`config.mk`:
```
export PLATFORM = sky130hd
export DESIGN_NAME = sorted_list_engine
export DESIGN_NICKNAME = d
export VERILOG_FILES = /design/src/rtl/sle_pkg.sv /design/src/rtl/sle_cell.sv /design/src/rtl/sorted_list_engine.sv
export SDC_FILE = /design/constraint.sdc
export NUM_CORES = 2
export LEC_CHECK = 0
export BUFFER_PORTS_ARGS = -buffer_cell sky130_fd_sc_hd__buf_4
export CAP_MARGIN = 10
export CORE_MARGIN = 10
export CORE_UTILIZATION = 59
export DETAILED_ROUTE_END_ITERATION = 16
export GPL_TIMING_DRIVEN = 0
export MAX_ROUTING_LAYER = met4
export PLACE_DENSITY = 0.78
export SYNTH_ARGS = -nofsm -noshare
export SYNTH_HDL_FRONTEND = slang
export SYNTH_SLANG_ARGS = --single-unit
```
`constraint.sdc`:
```
create_clock -name clk -period 6.76 [get_ports clk]
set_input_delay 0.338 -clock clk [delete_from_list [all_inputs] [get_ports clk]]
set_output_delay 0.338 -clock clk [all_outputs]
set_load 0.02 [all_outputs]
```
`src/rtl/sle_pkg.sv`:
```
// Shared types and codes for the sorted list engine.
package sle_pkg;

  typedef enum logic [1:0] {
    CMD_INSERT  = 2'd0,
    CMD_DELETE  = 2'd1,
    CMD_READOUT = 2'd2,
    CMD_UNUSED  = 2'd3
  } sle_cmd_t;

  typedef enum logic [1:0] {
    ST_OK       = 2'd0,
    ST_FULL     = 2'd1,
    ST_EMPTY    = 2'd2,
    ST_NOTFOUND = 2'd3
  } sle_status_t;

  typedef struct packed {
    logic [1:0]         cmd;
    logic signed [31:0] value;
  } sle_req_t;

  typedef struct packed {
    logic signed [31:0] item;
    logic [1:0]         status;
    logic               last;
  } sle_rsp_t;

  // Broadcast controls from the sequencer to every cell.
  typedef struct packed {
    logic ins;  // open a slot at the insert point, shift upper cells up
    logic del;  // close the slot at the match point, shift upper cells down
    logic rot;  // rotate the whole ring down by one cell
  } sle_ctrl_t;

endpackage

```
`src/rtl/sle_cell.sv`:
```
// One storage cell of the sorted list chain.
module sle_cell (
  input  logic               clk,
  input  sle_pkg::sle_ctrl_t ctrl,
  input  logic signed [31:0] key,
  input  logic               valid,
  input  logic signed [31:0] left_val,
  input  logic               left_less,
  input  logic signed [31:0] right_val,
  output logic signed [31:0] val,
  output logic               less,
  output logic               found
);
  import sle_pkg::*;

  assign less  = valid && (val < key);
  // First equal entry: the cell just past the run of smaller entries.
  assign found = valid && (val == key) && !less && left_less;

  always_ff @(posedge clk) begin
    if (ctrl.ins) begin
      if (!less) begin
        val <= left_less ? key : left_val;
      end
    end else if (ctrl.del) begin
      if (!less) begin
        val <= right_val;
      end
    end else if (ctrl.rot) begin
      val <= right_val;
    end
  end

endmodule

```
`src/rtl/sorted_list_engine.sv`:
```
// Sorted list engine: a ring of compare-and-shift cells with a command sequencer.
// Insert and delete: the result is registered in the cycle after acceptance.
// Readout of n entries: the ring rotates DEPTH times, emitting the first n as results;
//   it holds off the request channel until all DEPTH rotations are done, through any result-channel stalls.
// A waiting result holds off the request channel; the next request enters on the edge it is taken.
// Reset (rst, synchronous, active high) empties the list and drops any pending result.
module sorted_list_engine #(
  parameter int DEPTH = 32
) (
  input  logic              clk,
  input  logic              rst,
  input  logic              req_valid,
  output logic              req_stall,
  input  sle_pkg::sle_req_t req,
  output logic              rsp_valid,
  input  logic              rsp_stall,
  output sle_pkg::sle_rsp_t rsp
);
  import sle_pkg::*;

  localparam int OW = $clog2(DEPTH + 1);
  localparam int CW = (DEPTH > 1) ? $clog2(DEPTH) : 1;

  typedef enum logic {
    IDLE,
    READ
  } state_t;

  state_t             state;
  logic [OW-1:0]      occ;
  logic [CW-1:0]      cnt;

  sle_ctrl_t          ctrl;
  logic signed [31:0] cell_val [DEPTH];
  logic [DEPTH-1:0]   cell_less;
  logic [DEPTH-1:0]   cell_found;

  logic accept;
  logic out_free;
  logic full;
  logic found;
  logic rd_pending;
  logic emit;
  logic rsp_load;

  // The output register is free when empty or being drained this cycle.
  assign out_free  = !rsp_valid || !rsp_stall;
  assign req_stall = (state == READ) || !out_free;
  assign accept    = req_valid && !req_stall;

  assign full  = (occ == OW'(DEPTH));
  assign found = |cell_found;

  // During readout, entries still to be sent wait for the output register;
  // the unused tail of the ring rotates freely to restore the order.
  assign rd_pending = ({{(OW > CW ? OW - CW : 0){1'b0}}, cnt} < occ);
  assign emit       = (state == READ) && rd_pending && out_free;

  // Load the output register for every insert or delete, an empty readout,
  // and each entry sent during readout.
  assign rsp_load = emit ||
                    (accept && ((req.cmd == CMD_INSERT) || (req.cmd == CMD_DELETE) ||
                                ((req.cmd == CMD_READOUT) && (occ == '0))));

  assign ctrl.ins = accept && (req.cmd == CMD_INSERT) && !full;
  assign ctrl.del = accept && (req.cmd == CMD_DELETE) && found;
  assign ctrl.rot = (state == READ) && (rd_pending ? out_free : 1'b1);

  // Ring of cells: each cell sees its lower and upper neighbor.
  for (genvar i = 0; i < DEPTH; i++) begin : g_cell
    localparam int LEFT  = (i + DEPTH - 1) % DEPTH;
    localparam int RIGHT = (i + 1) % DEPTH;

    logic valid_i;
    logic left_less_i;

    assign valid_i     = (occ > OW'(i));
    assign left_less_i = (i == 0) ? 1'b1 : cell_less[LEFT];

    sle_cell u_cell (
      .clk       (clk),
      .ctrl      (ctrl),
      .key       (req.value),
      .valid     (valid_i),
      .left_val  (cell_val[LEFT]),
      .left_less (left_less_i),
      .right_val (cell_val[RIGHT]),
      .val       (cell_val[i]),
      .less      (cell_less[i]),
      .found     (cell_found[i])
    );
  end

  always_ff @(posedge clk) begin
    if (rst) begin
      state     <= IDLE;
      occ       <= '0;
      cnt       <= '0;
      rsp_valid <= 1'b0;
    end else begin
      // Raise valid for a new result; drop the held one once it is taken.
      if (rsp_load) begin
        rsp_valid <= 1'b1;
      end else if (out_free) begin
        rsp_valid <= 1'b0;
      end

      unique case (state)
        IDLE: begin
          if (accept) begin
            unique case (req.cmd)
              CMD_INSERT: begin
                rsp.item    <= req.value;
                rsp.status  <= full ? ST_FULL : ST_OK;
                rsp.last    <= 1'b1;
                if (!full) begin
                  occ <= occ + 1'b1;
                end
              end
              CMD_DELETE: begin
                rsp.item    <= req.value;
                rsp.last    <= 1'b1;
                if (occ == '0) begin
                  rsp.status <= ST_EMPTY;
                end else if (found) begin
                  rsp.status <= ST_OK;
                  occ        <= occ - 1'b1;
                end else begin
                  rsp.status <= ST_NOTFOUND;
                end
              end
              CMD_READOUT: begin
                if (occ == '0) begin
                  rsp.item   <= '0;
                  rsp.status <= ST_EMPTY;
                  rsp.last   <= 1'b1;
                end else begin
                  state <= READ;
                  cnt   <= '0;
                end
              end
              default: begin
                // Unused code: accept and ignore.
              end
            endcase
          end
        end
        READ: begin
          if (emit) begin
            rsp.item   <= cell_val[0];
            rsp.status <= ST_OK;
            rsp.last   <= ({{(OW > CW ? OW - CW : 0){1'b0}}, cnt} == occ - 1'b1);
          end
          if (ctrl.rot) begin
            cnt <= cnt + 1'b1;
            if (cnt == CW'(DEPTH - 1)) begin
              state <= IDLE;
            end
          end
        end
        default: begin
          state <= IDLE;
        end
      endcase
    end
  end

endmodule

```
==> After elaboration in Yosys (flattened, before gate mapping) <==
Index checks and enable logic that the tools add are counted.
{ "word_totals": {"reg_bits": 1072, "latch_bits": 0, "ram_bits": 0, "mem_bits_ro": 0, "out_inout_bits": 37, "wordCells": 657, "n_memories": 0} }
{ "op_classes": {"n_addsub": 3, "multipliers": 0, "n_div": 0, "magnitude_cmp": 65, "n_eq_ne": 111, "shifts": 0, "muxes": 217, "bitwise_logic": 2, "reduce_logical": 220} }
{ "op_table": {"columns": ["operator", "n"], "rows": [
  ["two-way mux 32 bit", 191],
  ["== test 32 bit", 32],
  ["less-than comparator 32 bit", 32],
  ["!= test 2 bit (second input constant)", 70],
  ["logical AND 1 bit", 137],
  ["two-way mux 35 bit", 3],
  ["one-hot mux 35 bit (3 select lines)", 1],
  ["> comparator 6 x 5 -> 1 bit (second input constant)", 16],
  ["AND reduction 3 bit", 32],
  ["one-hot mux 35 bit (2 select lines)", 1],
  ["> comparator 6 x 4 -> 1 bit (second input constant)", 8],
  ["zero test 1 bit", 37],
  ["OR reduction 32 bit", 1],
  ["> comparator 6 x 3 -> 1 bit (second input constant)", 4],
  ["two-way mux 5 bit", 4],
  ["two-way mux 6 bit", 3],
  ["> comparator 6 x 1 -> 1 bit (second input constant)", 2],
  ["> comparator 6 x 2 -> 1 bit (second input constant)", 2],
  ["one-hot mux 6 bit (2 select lines)", 1],
  ["one-hot mux 5 bit (2 select lines)", 1],
  ["two-way mux 1 bit", 9],
  ["adder 6 x 1 -> 6 bit (second input constant)", 1],
  ["== test 5 x 6 -> 1 bit", 1],
  ["== test 6 bit (second input constant)", 1],
  ["other kinds (20)", 28]
]} }

==> Depth between registers and ports, before layout <==
{ "logic_depth": {"ltp_word": 11, "ltp_mapped": 18, "mapped_depth_nobuf": 13} }

==> By module <==
From an unflattened synthesis, not the netlist that was laid out.
{ "unflattened": {"hier_cells": 8976, "hier_area_um2": 84085.6} }
{ "by_module_without_submodules": {"columns": ["mod", "n_inst", "cells_each", "area_per_inst_um2", "seq_area_each_um2"], "rows": [
  ["sle_cell", 32, 271, 2529.9, 960.9],
  ["sorted_list_engine", 1, 304, 3128.0, 1311.3]
]} }

==> Worst setup path after synthesis <==
No wires, ideal clock.
{ "synth_timing": {"kind": "in2reg", "startpoint": "input port req[14] (netlist bit)", "endpoint": "register g_cell[1].u_cell.val[0], enable pin", "arrival_time_ns": 6.920, "slack_ns": -0.629, "stages": 16, "n_path_buf": 4, "cell_sequence": "clkbuf_1 -> clkinv_1 -> clkbuf_1 -> ha_1 -> a21oi_1 -> nand2_1 -> a22o_1 -> o41a_1 -> or4_1 -> mux2i_1 -> nand4_1 -> nand4_1 -> nor3_1 -> buf_2 -> buf_2 -> o31ai_1"} }
{ "synth_between": {"elab_chain_cells": 9, "word_cells_on_any_way": 229, "cone_classes": "32 x order compare; 34 x eq/ne; 163 x reduce/logical"} }
{ "synth_rtl": {"columns": ["item", "line_no", "source"], "rows": [
  ["start, declared", "sorted_list_engine.sv:14", "input sle_pkg::sle_req_t req,"],
  ["less-than comparator 32 bit", "sle_cell.sv:16", "assign less = valid && (val < key);"],
  ["logical AND 1 bit", "sle_cell.sv:16", null],
  ["zero test 1 bit", "sle_cell.sv:18", "assign found = valid && (val == key) && !less && left_less;"],
  ["logical AND 1 bit (2 in a row)", "sle_cell.sv:18", null],
  ["OR reduction 32 bit", "sorted_list_engine.sv:52", "assign found = |cell_found;"],
  ["logical AND 1 bit", "sorted_list_engine.sv:66", "assign ctrl.del = accept && (req.cmd == CMD_DELETE) && found;"],
  ["!= test 2 bit (no line) / nonzero test 3 bit (equally long branches)", null, null],
  ["AND reduction 3 bit (no line) (*)", null, null],
  ["end signal, assigned", "sle_cell.sv:23", "val <= left_less ? key : left_val;"],
  ["end signal, assigned", "sle_cell.sv:27", "val <= right_val;"],
  ["end signal, assigned", "sle_cell.sv:30", "val <= right_val;"],
  ["end, declared", "sle_cell.sv:10", "output logic signed [31:0] val,"]
]} }
Every way passes the cells marked *; elsewhere a longest branch is shown, timed or not.
A chain may end at the register's enable or synchronous reset.

==> Worst setup path after layout <==
{ "layout_timing": {"startpoint": "input port req[9] (netlist bit)", "endpoint": "register g_cell[21].u_cell.val[4], enable pin"} }
{ "layout_between": {"elab_chain_cells": 9, "word_cells_on_any_way": 229, "cone_classes": "32 x order compare; 34 x eq/ne; 163 x reduce/logical"} }
{ "layout_rtl": {"columns": ["item", "line_no"], "rows": [
  ["less-than comparator 32 bit", "sle_cell.sv:16"],
  ["logical AND 1 bit", "sle_cell.sv:16"],
  ["zero test 1 bit", "sle_cell.sv:18"],
  ["logical AND 1 bit (2 in a row)", "sle_cell.sv:18"],
  ["OR reduction 32 bit", "sorted_list_engine.sv:52"],
  ["logical AND 1 bit", "sorted_list_engine.sv:66"],
  ["!= test 2 bit (no line) / nonzero test 3 bit (equally long branches)", null],
  ["AND reduction 3 bit (no line) (*)", null],
  ["end signal, assigned", "sle_cell.sv:23"],
  ["end signal, assigned", "sle_cell.sv:27"],
  ["end signal, assigned", "sle_cell.sv:30"],
  ["end, declared", "sle_cell.sv:10"]
]} }
Marks and branches as above.

==> flow_metrics.py <==
metrics = {
    "grt": {
        "grt_max_degree": 42,
        "grt_pass1_wl_um": 488600,
        "grt_pass1_vias": 70610,
        "grt.total_usage_pct": 47.05,
        "grt_overflow": 0,
        "antenna_found_initial": 24,
    },
    "clocking": {
        "cts_tree": "built",
        "clkTransAtPathRegs_ns": 0.06,
        "cts_root_buffer": "clkbuf_16",
        "worstSkewPairLatency_ns": 0.80,
        "clock_path_buffers": 3,
        "h-tree-depth": 4,
        "cts_buffers": 131,
        "cts_sinks": 1072,
    },
    "finish": {
        "fin_nets": 9687,
        "final_layout_size_suffix_gt1_share_pct": 5.694,
        "stdcell_area_sq_um": 86440,
        "fill_cells": 10630,
        "areaGrowthSynthToFinish_pct": 11.53,
        "seqCellArea_sq_um": 32060,
        "multi_input_area_sq_um": 43420,
        "layout_common_cells": "nand2_1 (1330), o21ai_0 (1158), edfxtp_1 (1059), ha_1 (1038), a21oi_1 (927)",
        "final_common_cell": "nand2_1",
        "utilization_pct": 66.50,
    },
    "placed_design": {
        "dpl-instance-area_sq_um": 81890,
        "io_buffers": 43,
        "gp_congestion": 1.066,
        "dpl.hpwl_um": 266100,
    },
    "synthesis": {
        "synth_top_area_share_pct": 41.03,
        "syn_nets": 9414,
        "synthDistinctLibCells": 84,
        "ys_seq_elements": 1072,
        "syn_area_sq_um": 77500,
        "synthTopCellsByArea": "edfxtp_1 (41%), ha_1 (17%), o21ai_0 (7.6%)",
        "syn-instance-count": 8338,
        "synth_edf_count": 1059,
        "synthXorXnorAreaFrac_pct": 0.1921,
        "synth_adder_area_share_pct": 16.76,
        "synth_ff_type": "edfxtp_1",
        "syn_area_per_cell_sq_um": 9.295,
        "ys_seq_area_share_pct": 41.37,
        "yosys_warnings": 0,
        "synth.mux.area_fraction_pct": 6.149,
        "synth-simple-area-share_pct": 14.36,
        "synth_area_leader_cell": "edfxtp_1",
        "synth_compound_area_share_pct": 18.02,
        "synth_top_family_by_area": "compound AO/OA/AOI/OAI gates",
        "async_reset_ff_share_pct": 0,
    },
    "routing": {
        "met1_length_um": 124000,
        "dr.first_iter.drc_count": 13600,
        "drc": 0,
        "routed_wl_um": 349400,
        "via_per_inst": 7.198,
        "wire_per_inst_um": 33.33,
        "wl_met2_um": 137800,
        "num_vias": 75450,
        "drtPass1Iterations": 9,
        "wl_met3_um": 61320,
        "drtAntennaViolNets": 0,
        "top_layer": "met4",
    },
    "pwr": {
        "peakVddDrop_uv": 324.1,
        "total_power_w": 0.02113,
        "power.density_nw_per_um2": 244.4,
        "power_leakage_nw": 34.52,
    },
    "setup_path": {
        "cp.arrival_ns": 7.45,
        "worst_setup_path_start_kind": "primary input",
        "rr_startpoint": "occ[5]",
        "worst_setup_path_end_kind": "flip-flop",
        "cp_max_fo": 27,
        "reg2regPathDepth": 13,
        "r2r_setup_slack_ns": -0.13,
        "crit_start": "req[9]",
        "critPathRequiredTime_ns": 7.30,
        "timing.rr.end": "g_cell[21].u_cell.val[4]",
        "worst-setup-path-type": "in2reg",
    },
    "sta": {
        "period_needed_ns": 6.913,
        "slew_headroom_pct": -0.7747,
        "skew_ns": 0.02782,
        "fin_ws_ns": -0.1528,
        "final.period_utilization_pct": 102.3,
        "setup_violations": 156,
        "timing.fmax_mhz": 144.7,
        "worst_pin_slew_ns": 1.512,
        "hold_viol_final": 0,
        "drv_slew": 11,
        "rsz0062_at_grt": "false",
    },
    "floorplanning": {
        "coreArea_sq_um": 130000,
        "dieArea_sq_um": 146300,
        "die_w_um": 382.4,
        "start_util_pct": 59.63,
        "io_pins": 75,
        "rows": 132,
        "die_height_um": 382.4,
    },
    "flow_run": {
        "max_cap_violations": 1,
    },
    "hold_path": {
        "hold_end": "g_cell[18].u_cell.val[24]",
        "holdPathStages": 3,
        "hold_path.startpoint": "req[24]",
        "hold_path.class": "in2reg",
    },
    "status": {
        "outcome": "finished with violations",
        "violations": "capacitance limit, slew limit, setup timing",
    },
}
cells in the mapped netlist (8+ instances only):
| cell type | instances |
|---|---|
| or4_1 | 16 |
| a21boi_0 | 12 |
| a2111oi_0 | 10 |
| clkinv_1 | 34 |
| and3_1 | 17 |
| o211ai_1 | 43 |
| nand2_1 | 1330 |
| a21o_1 | 82 |
| dfxtp_1 | 13 |
| a21oi_1 | 927 |
| xnor2_1 | 9 |
| nand2b_1 | 31 |
| nand3_1 | 86 |
| xor2_1 | 8 |
| o31ai_1 | 15 |
| nor3_1 | 41 |
| nand4_1 | 188 |
| a211o_1 | 8 |
| mux2i_1 | 468 |
| nor2b_1 | 49 |
| or3_1 | 33 |
| and4_1 | 45 |
| a221o_1 | 10 |
| ha_1 | 1038 |
| buf_2 | 8 |
| o221ai_1 | 8 |
| o21ai_0 | 1174 |
| a31oi_1 | 44 |
| a22o_1 | 36 |
| nor4_1 | 41 |
| or2_2 | 8 |
| o21a_1 | 15 |
| buf_1 | 33 |
| o2111ai_1 | 14 |
| clkbuf_1 | 485 |
| edfxtp_1 | 1059 |
| inv_1 | 86 |
| nor2_1 | 639 |
| a211oi_1 | 29 |
| a221oi_1 | 36 |
worst max-delay path, stage by stage:
cell,delay (ns)
buf_2,0.52
clkinv_4,0.39
clkbuf_4,0.51
buf_12,0.31
ha_1,0.37
nand4_1,0.19
nor4_4,0.47
a21boi_0,0.38
o32ai_1,0.22
mux2i_1,0.33
o2111ai_4,0.41
o2111ai_2,0.41
or4_1,0.60
nor3_2,0.29
buf_4,0.35
or3_1,0.15
o211ai_1,0.33
buf_4,0.36
buf_4,0.20
buf_4,0.19
routing by layer:
layer	up-vias	track usage (%)
met4	0	28.65
met3	1426	20.26
met2	6710	62.72
met5	-	-
met1	35630	58.23
li1	31690	-
metrics by stage:
| step | setup TNS (ns) | hold WS, ns | worst slack [ns] | std cells |
|---|---|---|---|---|
| 3_3_place_gp | -8170.84 | 0.4878 | -7.734 | 10120 |
| 3_5_place_dp | -2897.35 | 0.5172 | -2.966 | 10210 |
| 2_1_floorplan | -136.33 | 0.4738 | -0.6293 | 8338 |
| 5_1_grt | 0 | 0.2629 | 0.008273 | 10480 |
| 4_1_cts | 0 | 0.1832 | 0.04454 | 10450 |
| 6_report | -10.58 | 0.2506 | -0.1528 | 10480 |
power by group:
group	leakage [nW]	internal, W	switching [W]
logic	22.6	0.00169	0.00357
clock network	1.99	0.00392	0.00315
registers	9.89	0.00810	0.000692
worst max-delay path by stage:
| stage | endpoint | cells after the start |
|---|---|---|
| 2_1_floorplan | g_cell[1].u_cell.val[0] | 16 |
| 3_3_place_gp | g_cell[31].u_cell.val[9] | 16 |
| 3_5_place_dp | g_cell[21].u_cell.val[4] | 20 |
| 4_1_cts | g_cell[21].u_cell.val[5] | 21 |
| 5_1_grt | g_cell[21].u_cell.val[4] | 20 |
| 6_report | g_cell[21].u_cell.val[4] | 20 |
state kept, by name, summed over array words and instances, names as in the netlist:
name	cells
rsp_valid	1
state	1
g_cell.u_cell.val	1024
rsp	35
occ	6
cnt	5
area by class of cell:
class / count / area share, %
diodes: 30 / 0.08685
inverters: 120 / 0.6108
repair buffers: 140 / 2.190
multi-input cells: 6619 / 50.22
plain buffers: 527 / 2.571
well taps: 1742 / 2.521
flip-flops and latches: 1072 / 37.09
clock inverters: 65 / 0.6325
clock buffers: 168 / 4.075
cell families (layout without fill, tap and decap cells):
logic type | count (synthesis) | count (layout)
and+or+nand+nor | 2558 | 2558
AOI/OAI and AO/OA | 2531 | 2531
DFF | 1072 | 1072
adders and majority gates | 1038 | 1038
buffers and inverters | 647 | 1020
muxes | 475 | 475
xor gates and xnor gates | 17 | 17
other | 0 | 30
repair_timing:
| item | CTS | global route |
|---|---|---|
| hold buffers | 2 | 0 |
| pin swaps | 1 | 0 |
| resized for setup | 84 | 30 |
| buffers inserted | 2 | 0 |
| endpoints found under the hold margin | 4 | 0 |
| setup endpoints to repair | 1041 | 529 |
(Power assumes the default switching activity.)
